$ cat src/design/pru_ram.sv
// Generic single-write, single-read RAM with registered read data.
module pru_ram #(
  parameter int WIDTH = 8,
  parameter int DEPTH = 256
) (
  input  logic                     clk_i,
  input  logic                     we_i,
  input  logic [$clog2(DEPTH)-1:0] waddr_i,
  input  logic [WIDTH-1:0]         wdata_i,
  input  logic                     re_i,
  input  logic [$clog2(DEPTH)-1:0] raddr_i,
  output logic [WIDTH-1:0]         rdata_o
);

  logic [WIDTH-1:0] mem_q [DEPTH];
  logic [WIDTH-1:0] rdata_q;

  always_ff @(posedge clk_i) begin
    if (we_i) begin
      mem_q[waddr_i] <= wdata_i;
    end
    if (re_i) begin
      rdata_q <= mem_q[raddr_i];
    end
  end

  assign rdata_o = rdata_q;

endmodule

$ cat config.mk
export PLATFORM = sky130hd
export DESIGN_NAME = pru_ram
export DESIGN_NICKNAME = d
export VERILOG_FILES = /design/src/design/pru_ram.sv
export SDC_FILE = /design/constraint.sdc
export NUM_CORES = 2
export LEC_CHECK = 0
export BUFFER_PORTS_ARGS = -buffer_cell sky130_fd_sc_hd__clkbuf_2
export CAP_MARGIN = 40
export CORE_ASPECT_RATIO = 1.1
export CORE_UTILIZATION = 31
export CTS_BUF_LIST = sky130_fd_sc_hd__clkbuf_16
export DETAILED_ROUTE_END_ITERATION = 10
export GPL_TIMING_DRIVEN = 0
export HOLD_SLACK_MARGIN = 0.15
export PLACE_DENSITY_LB_ADDON = 0.25
export SYNTH_ARGS = -nofsm -noshare
export SYNTH_HDL_FRONTEND = slang
export SYNTH_SLANG_ARGS = --single-unit
$ cat constraint.sdc
create_clock -name clk_i -period 5.2 [get_ports clk_i]
set_input_delay 0.52 -clock clk_i [delete_from_list [all_inputs] [get_ports clk_i]]
set_output_delay 0.52 -clock clk_i [all_outputs]
set_load 0.05 [all_outputs]
==> results_dict.tcl <==
set metrics [dict create \
    clockBufferDepth 3 \
    ff2ff_path_depth 8 \
    overflow 0 \
    h-tree-depth 4 \
    seq_area_frac_synth 0.775 \
    p_sw_frac 0.226 \
    ant_nets 0 \
    worstHoldPathType "in -> reg" \
    synth.avg_cell_area_um2 21.3 \
    grt_first_pass_wirelength_um 353000 \
    timing.final.crit_share 0.820 \
    drive_gt1_frac 0.255 \
    num-fill-cells 23273 \
    drtPass1Iterations 6 \
    max_freq_mhz 235 \
    grt_use_total 0.199 \
    cts_tree "done" \
    drtIter0Drc 5543 \
    synth-seq-cells 2056 \
    cts_made_buffers 207 \
    wl_per_cell_um 34.0 \
    viasPerCell 5.40 \
    clkSlewWorstSetupHoldPaths_ns 0.06 \
    hold_depth 1 \
    grt_pass1_vias 41660 \
    netlist_area_mm2 0.0796 \
    slew_headroom 0.281 \
    cpMostUsedCell "buf_2" \
    end_kind "register" \
    clock_sinks 2056 \
    synth.distinct_cells 54 \
    status "completed" \
    fin_area_mm2 0.0928 \
    area_growth_pct 16.5 \
    die_area_mm2 0.259 \
    place.gp.congestion 1.00 \
    io_buffer_count 27 \
    cts_setup_buffers 0 \
    vias 41537 \
    layout.cells.non_filler 7691 \
    post-route-util 0.365 \
    skew_ns 0.0328 \
    leakagePower_nw 28.9 \
    initial_utilization 0.313 \
    yosysWarnings 0 \
    cp_cell_sequence "buf_2 -> buf_4 -> buf_2 -> buf_2 -> clkbuf_1 -> buf_8 -> nand3_1 -> o211ai_1 -> a21oi_1 -> nor4_1 -> buf_2 -> nor4_1 -> buf_2" \
    insertion_delay_ns 0.86 \
    place_ws_ns 0.184 \
    ctsRootBufferMaster "clkbuf_16" \
    switchingPower_mw 7.86 \
    crit_fanout 10 \
    cts.repair.resized 0 \
    io_pins 35 \
    tightestPinTransition_ns 1.08 \
    rsz0062_at_grt "false" \
    p_seq_frac 0.526 \
    pwr-share-clk 0.413 \
    drc 0 \
    rows 194 \
    setup_viol 0 \
    dp_cells 7301 \
    setup.worst_path.start_class "input pin" \
    hold_ws_ns 0.208 \
    combPwrFrac 0.061 \
    hold_buffers 4 \
    drv_slew 0 \
    nets 4215 \
    placed_area_mm2 0.0863 \
    fin_crit_ns 4.26 \
    hold_viol_final 0 \
    core_area_mm2 0.255 \
    p_int_mw 26.9 \
    syn-num-nets 3760 \
    wirelength_um 262000 \
    setup_slack_ns 0.937 \
    power_density_mw_per_mm2 375 \
    drv_cap 0 \
    die_height_um 534 \
    grt_max_degree 135 \
    max_stage_delay_ns 0.70 \
    async_flop_share 0 \
    synth_cells 3733 \
    die_w_um 485 \
    arrival_ns 4.88 \
    antenna_found_initial 22 \
    synth-main-ff-cell "edfxtp_1" \
    cp_slowest_cell "nor4_1" \
    synth_edf_count 2056 \
    ir_worst_vdd_mv 0.305 \
    required_ns 5.81 \
    dp_hpwl_um 181000 \
    path_class "in -> reg" \
]
-- area by class of cell --
| class | count | area, um^2 | share of cell area |
|---|---|---|---|
| Clock buffer | 212 | 5310 | 0.0572 |
| Sequential cell | 2056 | 61700 | 0.665 |
| Clock inverter | 162 | 1120 | 0.0120 |
| Tap cell | 3332 | 4170 | 0.0449 |
| Buffer | 233 | 1480 | 0.0160 |
| Timing Repair Buffer | 246 | 2510 | 0.0270 |
| Antenna cell | 6 | 15.0 | 0.000162 |
| Multi-Input combinational cell | 1442 | 16500 | 0.177 |
| Inverter | 2 | 7.51 | 0.0000809 |
-- kinds of logic (layout without fill, tap and decap cells) --
kind of cell	count (synthesis)	after routing	share of synthesized area
compound gates	385	385	0.0342
buf+inv	235	855	0.0183
flops	2056	2056	0.775
mux	591	591	0.146
other cells	0	6	0
simple gates	466	466	0.0263
-- synthesized netlist by cell type, types with 31 or more instances --
cell type | instances | area (um^2)
edfxtp_1 | 2056 | 61700
buf_2 | 31 | 155
a21oi_1 | 96 | 480
mux4_2 | 454 | 10200
nand2_1 | 33 | 124
nor2b_1 | 31 | 194
clkbuf_1 | 111 | 417
o221ai_1 | 46 | 403
a22oi_1 | 133 | 998
mux2i_1 | 134 | 1340
nor2_1 | 282 | 1060
nand3_1 | 34 | 170
-- layer usage --
metal	share of wire	wire, um	GRT usage	vias to the layer above
met5	0.000050	13	0	-
met4	0.053	14000	0.0985	2
met3	0.076	20000	0.0432	486
met2	0.48	125000	0.322	1915
met1	0.39	103000	0.254	22484
li1	-	-	-	16650
-- metrics by stage --
stage | TNS (ns) | total power, mW
finish | 0 | 34.8
global route | 0 | 35.6
CTS | 0 | 35.0
detailed placement | 0 | 20.8
global placement | -446.40 | 20.7
floorplan | 0 | 19.6
-- critical path, delay by kind of cell --
kind | cells | cell delay (ns)
buffers and inverters | 8 | 3.02
AND/OR/NAND/NOR | 3 | 0.93
AO/OA/AOI/OAI | 2 | 0.34
-- cells in the final DEF (no fill, tap or decap), types with 18 or more instances in the layout --
master,Yosys,final
buf_8,13,46
buf_4,27,145
edfxtp_1,2056,2056
mux4_2,454,454
nor4_1,24,20
nand2_1,33,33
clkbuf_1,111,89
nor2b_1,31,31
o22ai_1,28,28
a21oi_1,96,96
clkbuf_2,0,41
nor3_1,22,22
a22oi_1,133,133
inv_1,1,48
clkinv_2,0,34
nor2_1,282,282
o221ai_1,46,46
buf_2,31,57
nand3_1,34,34
buf_6,21,40
buf_1,22,18
mux2i_1,134,134
clkbuf_16,0,212
clkinv_1,1,56
-- power by group through the flow --
stage	sequential, mW	clock, mW	combinational (mW)
6_report	18.3	14.4	2.13
5_1_grt	18.3	15.1	2.18
4_1_cts	18.3	14.6	2.12
3_5_place_dp	18.6	0	2.12
3_3_place_gp	18.7	0	1.97
2_1_floorplan	18.7	0	0.888
-- sequential cells by signal, summed over array words and instances, names as in the netlist --
name,flops
rdata_o,8
mem_q,2048
-- worst paths after layout --
| kind | startpoint | endpoint | slack (ns) |
|---|---|---|---|
| setup reg to reg | mem_q[81][5]$_DFFE_PP_ | rdata_o[5]$_DFFE_PP_ | 1.68 |
| hold reg to reg | mem_q[183][6]$_DFFE_PP_ | rdata_o[6]$_DFFE_PP_ | 1.50 |
| setup / recovery | raddr_i[1] | rdata_o[7]$_DFFE_PP_ | 0.94 |
| hold / removal | wdata_i[4] | mem_q[70][4]$_DFFE_PP_ | 0.21 |
Power figures use the tool's default switching activity.
