[src/design/pru_pkg.sv]
// Shared types, constants and the Paeth helper function for the PNG row unfilter core.
package pru_pkg;

  localparam int MAX_ROW_BYTES   = 8192;
  localparam int MAX_PIXEL_BYTES = 8;

  localparam int ROW_BYTES_W   = 14;
  localparam int PIXEL_BYTES_W = 4;
  localparam int CFG_DATA_W    = 14;
  localparam int CFG_IDX_W     = 1;
  localparam int BYTE_W        = 8;

  localparam int COL_W  = (MAX_ROW_BYTES > 1) ? $clog2(MAX_ROW_BYTES) : 1;
  localparam int SLOT_W = (MAX_PIXEL_BYTES > 1) ? $clog2(MAX_PIXEL_BYTES) : 1;
  localparam int CMP_W  = COL_W + ROW_BYTES_W;

  localparam logic [CFG_IDX_W-1:0] REG_ROW_BYTES   = CFG_IDX_W'(0);
  localparam logic [CFG_IDX_W-1:0] REG_PIXEL_BYTES = CFG_IDX_W'(1);

  typedef enum logic [2:0] {
    FILT_NONE  = 3'd0,
    FILT_SUB   = 3'd1,
    FILT_UP    = 3'd2,
    FILT_AVG   = 3'd3,
    FILT_PAETH = 3'd4
  } filter_e;

  localparam logic [BYTE_W-1:0] FILT_MAX_CODE = BYTE_W'(FILT_PAETH);

  typedef enum logic [1:0] {
    OP_DROP  = 2'd0,
    OP_CLEAR = 2'd1,
    OP_ERROR = 2'd2,
    OP_DATA  = 2'd3
  } op_e;

  typedef struct packed {
    op_e               op;
    logic [BYTE_W-1:0] data;
    filter_e           filter;
    logic [SLOT_W-1:0] slot;
    logic [COL_W-1:0]  col;
    logic              first_row;
    logic              last;
  } s1_item_t;

  function automatic logic [BYTE_W-1:0] paeth_pick(input logic [BYTE_W-1:0] a,
                                                   input logic [BYTE_W-1:0] b,
                                                   input logic [BYTE_W-1:0] c);
    logic signed [BYTE_W+2:0] da;
    logic signed [BYTE_W+2:0] db;
    logic signed [BYTE_W+2:0] dc;
    logic [BYTE_W+2:0]        pa;
    logic [BYTE_W+2:0]        pb;
    logic [BYTE_W+2:0]        pc;
    logic [BYTE_W-1:0]        pick;
    da = $signed({3'b000, b}) - $signed({3'b000, c});
    db = $signed({3'b000, a}) - $signed({3'b000, c});
    dc = $signed({3'b000, a}) + $signed({3'b000, b}) - $signed({2'b00, c, 1'b0});
    pa = da[BYTE_W+2] ? $unsigned(-da) : $unsigned(da);
    pb = db[BYTE_W+2] ? $unsigned(-db) : $unsigned(db);
    pc = dc[BYTE_W+2] ? $unsigned(-dc) : $unsigned(dc);
    if (pa <= pb && pa <= pc) begin
      pick = a;
    end else if (pb <= pc) begin
      pick = b;
    end else begin
      pick = c;
    end
    return pick;
  endfunction

endpackage

[src/design/pru_seq.sv]
// Row sequencing: configuration registers, column and slot tracking, item decode.
module pru_seq (
  input  logic                              clk_i,
  input  logic                              rst_ni,
  input  logic                              cfg_we_i,
  input  logic [pru_pkg::CFG_IDX_W-1:0]     cfg_idx_i,
  input  logic [pru_pkg::CFG_DATA_W-1:0]    cfg_data_i,
  input  logic                              in_fire_i,
  input  logic [pru_pkg::BYTE_W-1:0]        in_byte_i,
  input  logic                              start_of_image_i,
  output pru_pkg::s1_item_t                 item_o
);

  logic [pru_pkg::ROW_BYTES_W-1:0]   row_bytes_q;
  logic [pru_pkg::PIXEL_BYTES_W-1:0] pixel_bytes_q;
  logic [pru_pkg::COL_W-1:0]         column_q, column_d;
  pru_pkg::filter_e                  filter_q, filter_d;
  logic                              expect_q, expect_d;
  logic                              first_row_q, first_row_d;
  logic                              halted_q, halted_d;
  logic [pru_pkg::SLOT_W-1:0]        cnt_q [pru_pkg::MAX_PIXEL_BYTES];
  logic [pru_pkg::SLOT_W-1:0]        cnt_d [pru_pkg::MAX_PIXEL_BYTES];

  logic [pru_pkg::CMP_W-1:0]         rb_eff;
  logic [pru_pkg::PIXEL_BYTES_W-1:0] pb_eff;
  logic [pru_pkg::SLOT_W-1:0]        pb_sel;
  logic                              last;
  logic                              eff_expect;
  logic                              eff_halted;
  logic                              eff_first;
  logic [pru_pkg::COL_W-1:0]         eff_col;

  always_comb begin
    if (row_bytes_q == '0) begin
      rb_eff = pru_pkg::CMP_W'(1);
    end else if (pru_pkg::CMP_W'(row_bytes_q) > pru_pkg::CMP_W'(pru_pkg::MAX_ROW_BYTES)) begin
      rb_eff = pru_pkg::CMP_W'(pru_pkg::MAX_ROW_BYTES);
    end else begin
      rb_eff = pru_pkg::CMP_W'(row_bytes_q);
    end
    if (pixel_bytes_q == '0) begin
      pb_eff = pru_pkg::PIXEL_BYTES_W'(1);
    end else if (int'(pixel_bytes_q) > pru_pkg::MAX_PIXEL_BYTES) begin
      pb_eff = pru_pkg::PIXEL_BYTES_W'(pru_pkg::MAX_PIXEL_BYTES);
    end else begin
      pb_eff = pixel_bytes_q;
    end
    pb_sel = pru_pkg::SLOT_W'(pb_eff - pru_pkg::PIXEL_BYTES_W'(1));
  end

  always_comb begin
    eff_expect  = expect_q | start_of_image_i;
    eff_halted  = halted_q & ~start_of_image_i;
    eff_first   = first_row_q | start_of_image_i;
    eff_col     = start_of_image_i ? '0 : column_q;
    last        = (pru_pkg::CMP_W'(eff_col) + pru_pkg::CMP_W'(1)) >= rb_eff;

    column_d    = eff_col;
    filter_d    = filter_q;
    expect_d    = eff_expect;
    first_row_d = eff_first;
    halted_d    = eff_halted;
    cnt_d       = cnt_q;

    item_o.data      = in_byte_i;
    item_o.filter    = filter_q;
    item_o.slot      = cnt_q[pb_sel];
    item_o.col       = eff_col;
    item_o.first_row = eff_first;
    item_o.last      = last;
    item_o.op        = pru_pkg::OP_DROP;

    if (eff_halted) begin
      item_o.op = pru_pkg::OP_DROP;
    end else if (eff_expect) begin
      column_d = '0;
      for (int k = 0; k < pru_pkg::MAX_PIXEL_BYTES; k++) begin
        cnt_d[k] = '0;
      end
      if (in_byte_i > pru_pkg::FILT_MAX_CODE) begin
        item_o.op = pru_pkg::OP_ERROR;
        halted_d  = 1'b1;
      end else begin
        item_o.op = pru_pkg::OP_CLEAR;
        filter_d  = pru_pkg::filter_e'(in_byte_i[2:0]);
        expect_d  = 1'b0;
      end
    end else begin
      item_o.op = pru_pkg::OP_DATA;
      if (last) begin
        column_d    = '0;
        expect_d    = 1'b1;
        first_row_d = 1'b0;
        for (int k = 0; k < pru_pkg::MAX_PIXEL_BYTES; k++) begin
          cnt_d[k] = '0;
        end
      end else begin
        column_d = eff_col + pru_pkg::COL_W'(1);
        for (int k = 0; k < pru_pkg::MAX_PIXEL_BYTES; k++) begin
          cnt_d[k] = (cnt_q[k] == pru_pkg::SLOT_W'(k)) ? '0 : cnt_q[k] + pru_pkg::SLOT_W'(1);
        end
      end
    end
  end

  always_ff @(posedge clk_i or negedge rst_ni) begin
    if (!rst_ni) begin
      row_bytes_q   <= pru_pkg::ROW_BYTES_W'(1);
      pixel_bytes_q <= pru_pkg::PIXEL_BYTES_W'(1);
    end else if (cfg_we_i) begin
      if (cfg_idx_i == pru_pkg::REG_ROW_BYTES) begin
        row_bytes_q <= cfg_data_i[pru_pkg::ROW_BYTES_W-1:0];
      end else if (cfg_idx_i == pru_pkg::REG_PIXEL_BYTES) begin
        pixel_bytes_q <= cfg_data_i[pru_pkg::PIXEL_BYTES_W-1:0];
      end
    end
  end

  always_ff @(posedge clk_i or negedge rst_ni) begin
    if (!rst_ni) begin
      column_q    <= '0;
      filter_q    <= pru_pkg::FILT_NONE;
      expect_q    <= 1'b1;
      first_row_q <= 1'b1;
      halted_q    <= 1'b0;
      for (int k = 0; k < pru_pkg::MAX_PIXEL_BYTES; k++) begin
        cnt_q[k] <= '0;
      end
    end else if (in_fire_i) begin
      column_q    <= column_d;
      filter_q    <= filter_d;
      expect_q    <= expect_d;
      first_row_q <= first_row_d;
      halted_q    <= halted_d;
      cnt_q       <= cnt_d;
    end
  end

  // halted only after a bad filter byte, so a filter byte is still pending
  a_halted_expects: assert property (@(posedge clk_i) disable iff (!rst_ni)
    halted_q |-> expect_q)
    else $error("halted without pending filter byte");

  // a data byte that does not end its row leaves the column below the maximum row size
  a_col_in_row: assert property (@(posedge clk_i) disable iff (!rst_ni)
    in_fire_i && item_o.op == pru_pkg::OP_DATA && !item_o.last
    |=> pru_pkg::CMP_W'(column_q) < pru_pkg::CMP_W'(pru_pkg::MAX_ROW_BYTES))
    else $error("column past row end");

endmodule

[config.mk]
export PLATFORM = sky130hd
export DESIGN_NAME = pru_seq
export DESIGN_NICKNAME = d
export VERILOG_FILES = /design/src/design/pru_pkg.sv /design/src/design/pru_seq.sv
export SDC_FILE = /design/constraint.sdc
export NUM_CORES = 1
export LEC_CHECK = 0
export BUFFER_PORTS_ARGS = -buffer_cell sky130_fd_sc_hd__buf_4
export CORE_UTILIZATION = 59
export CTS_BUF_LIST = sky130_fd_sc_hd__clkbuf_8
export CTS_CLUSTER_SIZE = 30
export DETAILED_ROUTE_END_ITERATION = 8
export PLACE_DENSITY = 0.84
export SLEW_MARGIN = 20
export SYNTH_ARGS = -nofsm -noshare
export SYNTH_HDL_FRONTEND = slang
export SYNTH_SLANG_ARGS = --single-unit
[constraint.sdc]
create_clock -name clk_i -period 5.3 [get_ports clk_i]
set_input_delay 1.06 -clock clk_i [delete_from_list [all_inputs] [get_ports clk_i]]
set_output_delay 1.06 -clock clk_i [all_outputs]
set_load 0.005 [all_outputs]
==> flow_metrics.tcl <==
set metrics [dict create \
    outcome "finished, final reports clean" \
    clock_latency_ns 0.33 \
    place_area_sq_um 4070 \
    cp-start-kind "input port" \
    drtIter0Drc 242 \
    synth.most_common_cell "dfrtp_1" \
    viasPerCell 5.86 \
    syn_to_final_growth_pct 16.4 \
    synth_area_sq_um 3650 \
    crit_fanout 23 \
    grt_pass1_vias 2896 \
    grt_antenna_before_repair 0 \
    setup_tns_ns 0 \
    ioPinCount 59 \
    ant_nets 0 \
    period_minus_slack_ns 4.98 \
    cts-buffers-inserted 9 \
    async_reset_ff_frac 1.00 \
    synth_edf_count 0 \
    drc 0 \
    yosysUniqueCellTypes 54 \
    cap_violations 0 \
    maxSlewHeadroom 0.364 \
    powerDensity_nw_per_um2 288 \
    required_ns 4.24 \
    post_cts_buffers 0 \
    synth-seq-cells 61 \
    dp_hpwl_mm 5.85 \
    num_vias 2866 \
    syn_inst 360 \
    rsz0062_at_grt "false" \
    synth.area.top_cells "dfrtp_1 39%, ha_1 7.9%, mux2_2 6.8%, nand2_1 5.0%, mux4_2 3.7%" \
    multiInputGateArea_sq_um 1940 \
    fin_area_sq_um 4250 \
    syn_nets 411 \
    synth_top_cell_by_area "dfrtp_1" \
    finClkSkew_ns 0.00433 \
    fp.dieW_um 80.7 \
    h-tree-depth 3 \
    synth_warnings 0 \
    endpoint_kind "output pin" \
    finalMaxSlewViolations 0 \
    min_path_type "flop to flop" \
    synth_top_area_frac 0.391 \
    cts_hold_buf 0 \
    seq_area_frac_synth 0.419 \
    clock.fmax_mhz 201 \
    first_pass_iters 4 \
    finalWirelength_mm 8.07 \
    wire_per_inst_um 16.5 \
    gp_congestion 0.916 \
    critPathKind "input port to output pin" \
    post_cts_resized 0 \
    grt_pass1_wl_mm 13.5 \
    antenna_cells 0 \
    overflow 0 \
    place_inst 474 \
    clock-sinks 61 \
    root_buffer "clkbuf_8" \
    seq_area_sq_um 1530 \
    fin_nets 461 \
    power_leakage_nw 2.05 \
    rows 28 \
    tightest_slew_ns 0.951 \
    fin_cells 489 \
    die_height_um 80.7 \
    fillers 431 \
    ir_drop_uv 206 \
    clockBufferDepth 2 \
    numPortBuffers 58 \
    avgSynthCellArea_sq_um 10.1 \
    initial_core_util 0.613 \
    grt_max_degree 62 \
    timing.final.crit_share 0.939 \
    ys.flop_type "dfrtp_1" \
    track_usage 0.277 \
    synth_common_cells "57 x dfrtp_1, 49 x nand2_1, 23 x ha_1" \
    core-area_sq_um 5960 \
    hold_violations 0 \
    arrival_ns 3.92 \
    drive_gt1_frac 0.287 \
    cts_tree "done" \
    die_area_sq_um 6510 \
    setup_viol 0 \
    path_clk_slew_ns 0.06 \
]
==> worst paths after layout <==
path                             startpoint         endpoint  slack (ns)  cells after the start
max                        start_of_image_i        item_o[0]        0.32                     14
min                             filter_q[2]      filter_q[2]        0.51                      1
max reg2reg                     column_q[0]      column_q[6]        1.51                     14
min reg2reg                     filter_q[2]      filter_q[2]        0.51                      1
max in group asynchronous            rst_ni  row_bytes_q[13]        3.99                      1
min in group asynchronous            rst_ni        cnt_q[12]        0.80                      1
==> where the power goes <==
part / switching, W / internal (W) / leakage, nW
clock network: 0.000170 / 0.000201 / 0.101
registers: 0.0000583 / 0.000522 / 0.787
logic: 0.000137 / 0.000136 / 1.17
total: 0.000365 / 0.000860 / 2.05
==> metrics by stage <==
stage / util / hold WS, ns / power (W) / worst slack, ns
6_report: 0.714 / 0.507 / 0.00122 / 0.321
5_1_grt: 0.714 / 0.519 / 0.00129 / 0.0395
4_1_cts: 0.713 / 0.510 / 0.00123 / 0.331
3_5_place_dp: 0.683 / 0.495 / 0.000860 / 0.341
3_3_place_gp: 0.683 / 0.491 / 0.000839 / 0.539
2_1_floorplan: - / 0.463 / 0.000759 / 0.462
==> cell usage in the layout, fill, tap and decap left out, types with 8 or more instances in the layout <==
cell / count
dfrtp_1: 57
a22o_1: 12
mux2_2: 22
nor2_1: 17
inv_1: 14
a21oi_1: 13
nand3_1: 8
clkbuf_8: 12
buf_4: 62
o21ai_0: 19
nor2b_1: 16
ha_1: 23
nand2_1: 49
==> final cells by class <==
cell class / count / share of cell area
Clock buffer: 12 / 0.0389
Clock inverter: 3 / 0.00294
Inverter: 12 / 0.0106
Multi-Input combinational cell: 264 / 0.456
Sequential cell: 61 / 0.360
Tap cell: 75 / 0.0221
Timing Repair Buffer: 62 / 0.110
==> routing by layer <==
metal	part of all wire	up-vias	GRT usage
met5	0	-	0
met4	0.026	0	0.118
met3	0.049	22	0.0511
met2	0.49	106	0.447
met1	0.43	1358	0.364
li1	-	1380	-
==> worst max-delay path, stage by stage <==
cell     delay, ns
buf_4         0.19
nor2b_1       0.22
ha_1          0.24
nand4_1       0.11
nor3b_1       0.32
and3_1        0.27
nand3_1       0.11
xnor2_1       0.17
ha_1          0.34
nand4_1       0.20
nor4_4        0.33
nand2_1       0.09
nand3_1       0.13
buf_4         0.13
==> logic make-up (layout without fill, tap and decap cells) <==
logic type / after synthesis / after routing / share of synthesized area
compound gates: 72 / 72 / 0.134
simple gates: 129 / 129 / 0.183
xor+xnor: 12 / 12 / 0.0288
buf+inv: 35 / 89 / 0.0510
mux: 28 / 28 / 0.105
flops: 61 / 61 / 0.419
fa+ha+maj: 23 / 23 / 0.0788
==> state kept, by name (all words and copies together), names as in the netlist <==
name           cells
cnt_q             24
column_q          13
expect_q           1
filter_q           3
first_row_q        1
halted_q           1
pixel_bytes_q      4
row_bytes_q       14
No activity file was read; power rests on OpenSTA's default activity.
