--- config.mk ---
export PLATFORM = sky130hd
export DESIGN_NAME = pru_recon
export DESIGN_NICKNAME = d
export VERILOG_FILES = /design/src/design/pru_pkg.sv /design/src/design/pru_recon.sv
export SDC_FILE = /design/constraint.sdc
export NUM_CORES = 1
export LEC_CHECK = 0
export BUFFER_PORTS_ARGS = -buffer_cell sky130_fd_sc_hd__clkbuf_2
export CAP_MARGIN = 20
export CORE_MARGIN = 3
export CORE_UTILIZATION = 48
export DETAILED_ROUTE_END_ITERATION = 8
export GPL_TIMING_DRIVEN = 0
export HOLD_SLACK_MARGIN = 0.08
export PLACE_DENSITY = 0.76
export SETUP_SLACK_MARGIN = 0.02
export SLEW_MARGIN = 30
export SYNTH_ARGS = -nofsm -noshare
export SYNTH_HDL_FRONTEND = slang
export SYNTH_SLANG_ARGS = --single-unit
--- constraint.sdc ---
create_clock -name clk_i -period 16.5 [get_ports clk_i]
set_clock_uncertainty 0.1 [all_clocks]
set_input_delay 0.825 -clock clk_i [delete_from_list [all_inputs] [get_ports clk_i]]
set_output_delay 0.825 -clock clk_i [all_outputs]
set_load 0.01 [all_outputs]
--- src/design/pru_pkg.sv ---
// Shared types, constants and the Paeth helper function for the PNG row unfilter core.
package pru_pkg;

  localparam int MAX_ROW_BYTES   = 8192;
  localparam int MAX_PIXEL_BYTES = 8;

  localparam int ROW_BYTES_W   = 14;
  localparam int PIXEL_BYTES_W = 4;
  localparam int CFG_DATA_W    = 14;
  localparam int CFG_IDX_W     = 1;
  localparam int BYTE_W        = 8;

  localparam int COL_W  = (MAX_ROW_BYTES > 1) ? $clog2(MAX_ROW_BYTES) : 1;
  localparam int SLOT_W = (MAX_PIXEL_BYTES > 1) ? $clog2(MAX_PIXEL_BYTES) : 1;
  localparam int CMP_W  = COL_W + ROW_BYTES_W;

  localparam logic [CFG_IDX_W-1:0] REG_ROW_BYTES   = CFG_IDX_W'(0);
  localparam logic [CFG_IDX_W-1:0] REG_PIXEL_BYTES = CFG_IDX_W'(1);

  typedef enum logic [2:0] {
    FILT_NONE  = 3'd0,
    FILT_SUB   = 3'd1,
    FILT_UP    = 3'd2,
    FILT_AVG   = 3'd3,
    FILT_PAETH = 3'd4
  } filter_e;

  localparam logic [BYTE_W-1:0] FILT_MAX_CODE = BYTE_W'(FILT_PAETH);

  typedef enum logic [1:0] {
    OP_DROP  = 2'd0,
    OP_CLEAR = 2'd1,
    OP_ERROR = 2'd2,
    OP_DATA  = 2'd3
  } op_e;

  typedef struct packed {
    op_e               op;
    logic [BYTE_W-1:0] data;
    filter_e           filter;
    logic [SLOT_W-1:0] slot;
    logic [COL_W-1:0]  col;
    logic              first_row;
    logic              last;
  } s1_item_t;

  function automatic logic [BYTE_W-1:0] paeth_pick(input logic [BYTE_W-1:0] a,
                                                   input logic [BYTE_W-1:0] b,
                                                   input logic [BYTE_W-1:0] c);
    logic signed [BYTE_W+2:0] da;
    logic signed [BYTE_W+2:0] db;
    logic signed [BYTE_W+2:0] dc;
    logic [BYTE_W+2:0]        pa;
    logic [BYTE_W+2:0]        pb;
    logic [BYTE_W+2:0]        pc;
    logic [BYTE_W-1:0]        pick;
    da = $signed({3'b000, b}) - $signed({3'b000, c});
    db = $signed({3'b000, a}) - $signed({3'b000, c});
    dc = $signed({3'b000, a}) + $signed({3'b000, b}) - $signed({2'b00, c, 1'b0});
    pa = da[BYTE_W+2] ? $unsigned(-da) : $unsigned(da);
    pb = db[BYTE_W+2] ? $unsigned(-db) : $unsigned(db);
    pc = dc[BYTE_W+2] ? $unsigned(-dc) : $unsigned(dc);
    if (pa <= pb && pa <= pc) begin
      pick = a;
    end else if (pb <= pc) begin
      pick = b;
    end else begin
      pick = c;
    end
    return pick;
  endfunction

endpackage

--- src/design/pru_recon.sv ---
// Reconstruction stage: predictor, neighbor registers, row write-back, output register.
module pru_recon (
  input  logic                          clk_i,
  input  logic                          rst_ni,
  input  logic                          in_fire_i,
  input  pru_pkg::s1_item_t             item_i,
  output logic                          in_stall_o,
  output logic                          ram_re_o,
  output logic [pru_pkg::COL_W-1:0]     ram_raddr_o,
  input  logic [pru_pkg::BYTE_W-1:0]    ram_rdata_i,
  output logic                          ram_we_o,
  output logic [pru_pkg::COL_W-1:0]     ram_waddr_o,
  output logic [pru_pkg::BYTE_W-1:0]    ram_wdata_o,
  output logic                          out_valid_o,
  input  logic                          out_stall_i,
  output logic [pru_pkg::BYTE_W-1:0]    out_byte_o,
  output logic                          row_end_o,
  output logic                          status_o
);

  pru_pkg::s1_item_t              s1_q;
  logic                           s1_valid_q;
  logic                           fwd_q;
  logic [pru_pkg::BYTE_W-1:0]     fwd_data_q;
  logic [pru_pkg::BYTE_W-1:0]     left_q [pru_pkg::MAX_PIXEL_BYTES];
  logic [pru_pkg::BYTE_W-1:0]     upleft_q [pru_pkg::MAX_PIXEL_BYTES];
  logic                           out_valid_q;
  logic [pru_pkg::BYTE_W-1:0]     out_byte_q;
  logic                           row_end_q;
  logic                           status_q;

  logic                           has_result;
  logic                           s1_fire;
  logic [pru_pkg::BYTE_W-1:0]     a, b, c, b_mem, pred, r;
  logic [pru_pkg::BYTE_W:0]       avg_sum;

  assign has_result = s1_q.op == pru_pkg::OP_DATA || s1_q.op == pru_pkg::OP_ERROR;
  assign s1_fire    = s1_valid_q && (!has_result || !out_valid_q || !out_stall_i);
  assign in_stall_o = s1_valid_q && !s1_fire;

  assign b_mem   = fwd_q ? fwd_data_q : ram_rdata_i;
  assign a       = left_q[s1_q.slot];
  assign c       = upleft_q[s1_q.slot];
  assign b       = s1_q.first_row ? '0 : b_mem;
  assign avg_sum = {1'b0, a} + {1'b0, b};

  always_comb begin
    case (s1_q.filter)
      pru_pkg::FILT_NONE:  pred = '0;
      pru_pkg::FILT_SUB:   pred = a;
      pru_pkg::FILT_UP:    pred = b;
      pru_pkg::FILT_AVG:   pred = avg_sum[pru_pkg::BYTE_W:1];
      pru_pkg::FILT_PAETH: pred = pru_pkg::paeth_pick(a, b, c);
      default:             pred = '0;
    endcase
    r = s1_q.data + pred;
  end

  assign ram_re_o    = in_fire_i;
  assign ram_raddr_o = item_i.col;
  assign ram_we_o    = s1_fire && s1_q.op == pru_pkg::OP_DATA;
  assign ram_waddr_o = s1_q.col;
  assign ram_wdata_o = r;

  always_ff @(posedge clk_i or negedge rst_ni) begin
    if (!rst_ni) begin
      s1_valid_q <= 1'b0;
    end else if (in_fire_i) begin
      s1_valid_q <= 1'b1;
    end else if (s1_fire) begin
      s1_valid_q <= 1'b0;
    end
  end

  // write of the same column retiring on the accept edge is forwarded
  always_ff @(posedge clk_i) begin
    if (in_fire_i) begin
      s1_q       <= item_i;
      fwd_q      <= ram_we_o && ram_waddr_o == item_i.col;
      fwd_data_q <= r;
    end
  end

  always_ff @(posedge clk_i or negedge rst_ni) begin
    if (!rst_ni) begin
      for (int k = 0; k < pru_pkg::MAX_PIXEL_BYTES; k++) begin
        left_q[k]   <= '0;
        upleft_q[k] <= '0;
      end
    end else if (s1_fire) begin
      if (s1_q.op == pru_pkg::OP_DATA) begin
        left_q[s1_q.slot]   <= r;
        upleft_q[s1_q.slot] <= b;
      end else if (s1_q.op == pru_pkg::OP_CLEAR || s1_q.op == pru_pkg::OP_ERROR) begin
        for (int k = 0; k < pru_pkg::MAX_PIXEL_BYTES; k++) begin
          left_q[k]   <= '0;
          upleft_q[k] <= '0;
        end
      end
    end
  end

  always_ff @(posedge clk_i or negedge rst_ni) begin
    if (!rst_ni) begin
      out_valid_q <= 1'b0;
    end else if (s1_fire && has_result) begin
      out_valid_q <= 1'b1;
    end else if (!out_stall_i) begin
      out_valid_q <= 1'b0;
    end
  end

  always_ff @(posedge clk_i) begin
    if (s1_fire && has_result) begin
      out_byte_q <= (s1_q.op == pru_pkg::OP_DATA) ? r : '0;
      row_end_q  <= (s1_q.op == pru_pkg::OP_DATA) && s1_q.last;
      status_q   <= s1_q.op == pru_pkg::OP_ERROR;
    end
  end

  assign out_valid_o = out_valid_q;
  assign out_byte_o  = out_byte_q;
  assign row_end_o   = row_end_q;
  assign status_o    = status_q;

  a_stall_needs_item: assert property (@(posedge clk_i) disable iff (!rst_ni)
    in_stall_o |-> s1_valid_q && has_result && out_valid_q)
    else $error("input stalled without a blocked result");

  a_result_lands: assert property (@(posedge clk_i) disable iff (!rst_ni)
    s1_fire && has_result |=> out_valid_q)
    else $error("retired result not registered");

  a_error_payload: assert property (@(posedge clk_i) disable iff (!rst_ni)
    out_valid_q && status_q |-> out_byte_q == '0 && !row_end_q)
    else $error("error transaction carries data");

  a_fwd_only_after_write: assert property (@(posedge clk_i) disable iff (!rst_ni)
    in_fire_i && ram_we_o && ram_waddr_o == item_i.col |=> fwd_q)
    else $error("same-column write not forwarded");

endmodule

==> results of run 1 <==
-- area by class of cell --
cell class / count / area (um^2)
Fill cell: 1877 / 9650
Sequential cell: 180 / 4750
Timing Repair Buffer: 92 / 500
Clock inverter: 14 / 180
Clock buffer: 18 / 429
Buffer: 75 / 392
Inverter: 44 / 165
Tap cell: 280 / 350
Multi-Input combinational cell: 782 / 5740
-- sequential cells by signal, summed over array words and instances, names as in the netlist --
name / flops
fwd_q: 1
status_o: 1
left_q: 64
s1_q: 18
ram_waddr_o: 13
out_byte_o: 8
fwd_data_q: 8
upleft_q: 64
out_valid_o: 1
s1_valid_q: 1
row_end_o: 1
-- worst max path at each step --
stage | start | to | slack, ns | depth (start not counted)
6_report | s1_q[16]$_DFFE_PP_ | ram_wdata_o[7] | 4.62 | 40
5_1_grt | s1_q[16]$_DFFE_PP_ | ram_wdata_o[7] | 3.97 | 40
4_1_cts | s1_q[16]$_DFFE_PP_ | ram_wdata_o[7] | 4.53 | 40
3_5_place_dp | s1_q[16]$_DFFE_PP_ | ram_wdata_o[7] | 5.07 | 40
3_3_place_gp | s1_q[16]$_DFFE_PP_ | ram_wdata_o[7] | 4.92 | 39
2_1_floorplan | s1_q[16]$_DFFE_PP_ | ram_wdata_o[7] | 7.17 | 38
-- metal layers --
metal | wire (um) | global-route usage (%)
met2 | 14200 | 40.2
met3 | 2170 | 4.62
met4 | 818 | 8.55
met1 | 12800 | 32.9
met5 | 0 | 0
-- power by group --
part | switching (mW) | internal (mW)
sequential | 0.0123 | 0.482
clock | 0.201 | 0.220
combinational | 0.323 | 0.217
-- through the flow --
step	std cells	area, um^2	power [mW]	hold slack, ns	utilization, %
after global placement	1451	11800	1.02	0.362	53.3
final	1485	12500	1.45	0.246	56.5
after floorplan	1081	11000	0.897	0.350	-
after global routing	1485	12500	1.53	0.262	56.5
after CTS	1485	12500	1.45	0.252	56.4
after detailed placement	1453	11900	1.03	0.370	53.6
-- cell families (layout without fill, tap and decap cells) --
kind of cell             after synthesis  in the layout  share of synthesized area, %
AO/OA/AOI/OAI                        353            353                          23.0
XOR/XNOR                              64             64                          5.24
flip-flops                           180            180                          43.3
adder cells (fa/ha/maj)               83             83                          10.2
buffers and inverters                119            243                          5.07
other                                  2             10                        0.0683
AND/OR/NAND/NOR                      251            251                          11.2
multiplexers                          21             21                          2.04
-- cells in the mapped netlist (all sizes together), types with 33 or more instances --
cell type  number
clkbuf         42
buf            33
a22o           75
edfxtp         50
ha             71
inv            43
a21oi          38
o21ai          89
dfrtp         130
a22oi          61
xnor2          42
nand2          92
nor2           53
==> results.py, run 1 <==
metrics = {
    "sta": {
        "setup_ws_ns": 4.62,
        "period_share_pct": 72.0,
        "slew_viol_final": 0,
        "min_period_ns": 11.88,
        "max_slew_margin_pct": 33.6,
        "finalHoldViolCount": 0,
        "tightestPinTransition_ns": 0.996,
        "setup_viol": 0,
        "fmax_ghz": 0.0842,
        "rsz0062_at_grt": "false",
        "setup_tns_ns": 0,
    },
    "global_routing": {
        "grt.overflow.total": 0,
        "grt_max_degree": 80,
        "antenna_found_initial": 0,
        "grtUsageTotal_pct": 24.6,
        "grt_pass1_wl_mm": 47.4,
        "grt_pass1_vias": 8852,
    },
    "synth": {
        "postSynthAreaPerCell_um2": 10.2,
        "synthArstFlopShare_pct": 72.2,
        "ys_seq_elements": 180,
        "synth_flop_cell": "dfrtp_1",
        "syn_inst": 1073,
        "yosys_warnings": 0,
        "ys_top_cells_by_area": "dfrtp_1 (30%), edfxtp_1 (14%), ha_1 (8.1%)",
        "netlist.area_leader.share_pct": 29.6,
        "synth_area_mm2": 0.0110,
        "synth-edff-count": 50,
        "synth_top_area_cell": "dfrtp_1",
        "synthDistinctLibCells": 76,
        "yosysSeqAreaShare_pct": 43.3,
    },
    "floorplan": {
        "initial_utilization_pct": 49.6,
        "core_mm2": 0.0222,
        "die_h_um": 157,
        "die_w_um": 157,
        "dieArea_mm2": 0.0247,
        "ioPinCount": 91,
        "core.rowCount": 54,
    },
    "routing": {
        "via_per_inst": 6.08,
        "firstDrtPassIters": 5,
        "antenna_left": 0,
        "post_drt_wl_per_cell_um": 20.2,
        "wirelength_mm": 30.0,
        "drc": 0,
        "drt_iter0_drc": 825,
        "via_count": 9036,
    },
    "placed_design": {
        "dp_hpwl_mm": 22.1,
        "port_buffers": 90,
        "gp_congestion": 0.887,
        "dp_slack_ns": 5.07,
    },
    "final_layout": {
        "syn_to_final_growth_pct": 13.8,
        "final_common_cell": "dfrtp_1",
        "drive_gt1_share_pct": 15.5,
        "final_nets": 1317,
        "final_cell_mix": "dfrtp_1 (130), nand2_1 (92), clkbuf_2 (88)",
        "n_antenna_cell": 0,
    },
    "clock_tree": {
        "numCtsBuffers": 17,
        "cts.sinks": 180,
        "clkSlewWorstSetupHoldPaths_ns": 0.07,
        "postCtsResizedCells": 0,
        "h-tree-depth": 4,
        "ctsHoldBuffers": 0,
        "cts_root_buffer": "clkbuf_16",
        "cts_setup_buffers": 0,
        "cts_tree": "yes",
        "clock_path_buffers": 2,
        "clk_latency_ns": 0.44,
    },
    "worst_setup_path": {
        "reg2reg_to": "out_byte_o[7]$_SDFFCE_PN0P_",
        "crit_family": "compound AO/OA/AOI/OAI gates",
        "crit_top_cell": "a21oi_1",
        "start_kind": "register",
        "worstPathMaxFanout": 10,
        "reg2reg_slack_ns": 5.83,
        "critical_path.max_stage_delay_ns": 0.78,
        "end_kind": "output pin",
        "r2r-start": "s1_q[16]$_DFFE_PP_",
        "worstPathArrival_ns": 10.96,
        "criticalPathCategory": "register to output pin",
        "crit_path_top_delay_cell": "nor2_1",
        "cp.required_ns": 15.57,
        "critPathBufInv": 5,
        "reg2reg_depth": 39,
    },
    "flow_run": {
        "cap_violations": 0,
    },
    "power": {
        "p_per_area_mw_per_mm2": 116,
        "p_leak_nw": 5.55,
        "vdd_drop_max_v": 0.0000830,
    },
    "status": {
        "outcome": "finished clean",
    },
    "worst_hold_path": {
        "min_path_type": "primary input to asynchronous set/reset pin",
    },
}
(Power assumes the default switching activity.)
==> run 2: changes to the inputs <==
Settings changed: PLACE_DENSITY 0.76 to 0.79.
Clock period 16.5 ns to 10.6 ns, I/O delays scaled along.
==> run 2 against run 1 <==
Effect of this change:
- count of clock-buffer cells in the layout rose by 1
- register-to-register slack got worse by 4.5 ns
- combinational power rose by 61%
- clock power rose by 43%
- worst setup slack got worse by 4.1 ns
- global-route usage rose by 0.28 points
- worst hold slack got worse by 0.079 ns
- first-iteration DRC count rose by 9.8%
- total power rose by 54%
- via count rose by 1.8%
- utilization rose by 0.73 points
- sequential share of layout area fell by 0.49 points
- critical path type unchanged
- highest routed layer unchanged
==> results.py, run 2 (synthesis gave the netlist of run 1 again) <==
metrics = {
    "routing": {
        "drt_iter0_drc": 906,
        "via_per_inst": 6.14,
        "via_count": 9195,
        "post_drt_wl_per_cell_um": 20.1,
        "drc": 0,
        "firstDrtPassIters": 5,
        "antenna_left": 0,
        "wirelength_mm": 30.1,
    },
    "clock_tree": {
        "clk_latency_ns": 0.43,
        "cts_tree": "yes",
        "cts_root_buffer": "clkbuf_16",
        "clock_path_buffers": 2,
        "numCtsBuffers": 17,
        "clkSlewWorstSetupHoldPaths_ns": 0.07,
        "h-tree-depth": 4,
        "cts.sinks": 180,
    },
    "global_routing": {
        "grt_pass1_vias": 9207,
        "grt_pass1_wl_mm": 48.1,
        "grt_use_met1_pct": 32.8,
        "grtUsageTotal_pct": 24.8,
        "grt.overflow.total": 0,
        "grtUsageMet3_pct": 4.01,
        "top_usage_layer": "met2",
        "grt_max_degree": 74,
        "antenna_found_initial": 0,
        "grt_use_met2_pct": 40.3,
    },
    "worst_setup_path": {
        "reg2reg_slack_ns": 1.30,
        "crit_top_cell": "a21oi_1",
        "crit_path_top_delay_cell": "a311oi_4",
        "end_kind": "output pin",
        "worstPathMaxFanout": 10,
        "critical_path.max_stage_delay_ns": 0.58,
        "worstSetupEndpoint": "ram_wdata_o[7]",
        "r2r-start": "s1_q[17]$_DFFE_PP_",
        "worstPathArrival_ns": 9.46,
        "timing.critical_path.from": "s1_q[17]$_DFFE_PP_",
        "reg2reg_depth": 36,
        "reg2reg_to": "left_q[47]$_DFFE_PN0P_",
        "start_kind": "register",
        "criticalPathCategory": "register to output pin",
        "cp.required_ns": 9.97,
    },
    "final_layout": {
        "final.fill_count": 1854,
        "n_antenna_cell": 0,
        "multi_input_area_mm2": 0.00582,
        "final_util_pct": 57.2,
        "reg_top3": "left_q (64), upleft_q (64), s1_q (18)",
        "drive_gt1_share_pct": 18.3,
        "final_nets": 1330,
        "final_common_cell": "dfrtp_1",
        "syn_to_final_growth_pct": 15.3,
        "final_cell_mix": "dfrtp_1 (130), clkbuf_2 (94), nand2_1 (92)",
        "register_area_mm2": 0.00475,
    },
    "placed_design": {
        "port_buffers": 90,
        "gp_congestion": 0.907,
        "dp_hpwl_mm": 21.9,
    },
    "sta": {
        "slew_viol_final": 0,
        "setup_tns_ns": 0,
        "tightestPinTransition_ns": 0.961,
        "hold_ws_ns": 0.167,
        "max_slew_margin_pct": 35.9,
        "setup_viol": 0,
        "finalHoldViolCount": 0,
        "period_share_pct": 95.2,
        "min_period_ns": 10.09,
        "rsz0062_at_grt": "false",
        "fmax_ghz": 0.0991,
    },
    "floorplan": {
        "die_w_um": 157,
        "die_h_um": 157,
        "core.rowCount": 54,
        "core_mm2": 0.0222,
        "dieArea_mm2": 0.0247,
        "initial_utilization_pct": 49.6,
        "ioPinCount": 91,
    },
    "power": {
        "internal-power_mw": 1.42,
        "clkPwrFrac_pct": 26.8,
        "p_per_area_mw_per_mm2": 177,
        "p_leak_nw": 5.65,
        "vdd_drop_max_v": 0.000129,
        "swShare_pct": 36.8,
        "power.switching_uw": 823,
        "seq_power_share_pct": 34.4,
        "power.share.combinational_pct": 38.8,
    },
    "flow_run": {
        "cap_violations": 0,
    },
    "status": {
        "outcome": "finished clean",
    },
    "worst_hold_path": {
        "min_path_type": "primary input to register",
    },
}
run 2: power groups by stage:
stage	Combinational, mW	Clock [mW]	Sequential (mW)
after floorplan	0.618	0	0.779
after global placement	0.800	0	0.781
after detailed placement	0.831	0	0.782
after CTS	0.844	0.602	0.770
after global routing	0.952	0.632	0.774
final	0.868	0.600	0.770
run 2: timing repair:
action / 4_1_cts / 5_1_grt
setup buffers: 3 / 13
endpoints found under the hold margin: 72 / 0
gates resized for setup: 23 / 15
pin swaps: 2 / 4
setup endpoints to repair: 11 / 1
hold buffers: 1 / 0
run 2: critical path, delay by kind of cell (launching register included):
family                     cells  cell delay, ns
and+or+nand+nor               10            2.33
muxes                          1            0.19
DFF                            1            0.52
buffers and inverters          5            0.90
xor gates and xnor gates       2            0.53
AOI/OAI and AO/OA             16            3.09
adders and majority gates      4            1.44
run 2: layout make-up:
type	instances	area share (%)
multi-input combinational	782	45.9
sequential	180	37.5
timing repair buffer	109	4.98
clock buffer	19	3.49
buffer	71	3.16
tap	280	2.76
inverter	44	1.30
clock inverter	12	0.888
run 2: stage by stage:
step	total power [mW]	cells	worst slack, ns	instance area [um^2]
2_1_floorplan	1.40	1081	1.57	11000
4_1_cts	2.22	1485	0.0246	12500
3_3_place_gp	1.58	1451	-0.528	11800
6_report	2.24	1497	0.507	12700
5_1_grt	2.36	1497	0.0334	12700
3_5_place_dp	1.61	1453	-0.742	11900
run 2: worst min path at each step:
| stage | slack [ns] | end | cells past startpoint | start |
|---|---|---|---|---|
| floorplan | 0.13 | left_q[0]$_DFFE_PN0P_ | 0 | rst_ni |
| global placement | 0.36 | left_q[37]$_DFFE_PN0P_ | 2 | left_q[37]$_DFFE_PN0P_ |
| detailed placement | 0.37 | upleft_q[51]$_DFFE_PN0P_ | 2 | upleft_q[51]$_DFFE_PN0P_ |
| CTS | 0.16 | s1_q[27]$_DFFE_PP_ | 1 | item_i[27] |
| global route | 0.16 | s1_q[28]$_DFFE_PP_ | 1 | item_i[28] |
| finish | 0.17 | s1_q[27]$_DFFE_PP_ | 1 | item_i[27] |
run 2: layer usage:
layer | up-vias | wire (um)
li1 | 4211 | -
met1 | 4453 | 12500
met2 | 440 | 14100
met3 | 91 | 2150
met4 | 0 | 1280
met5 | - | 0
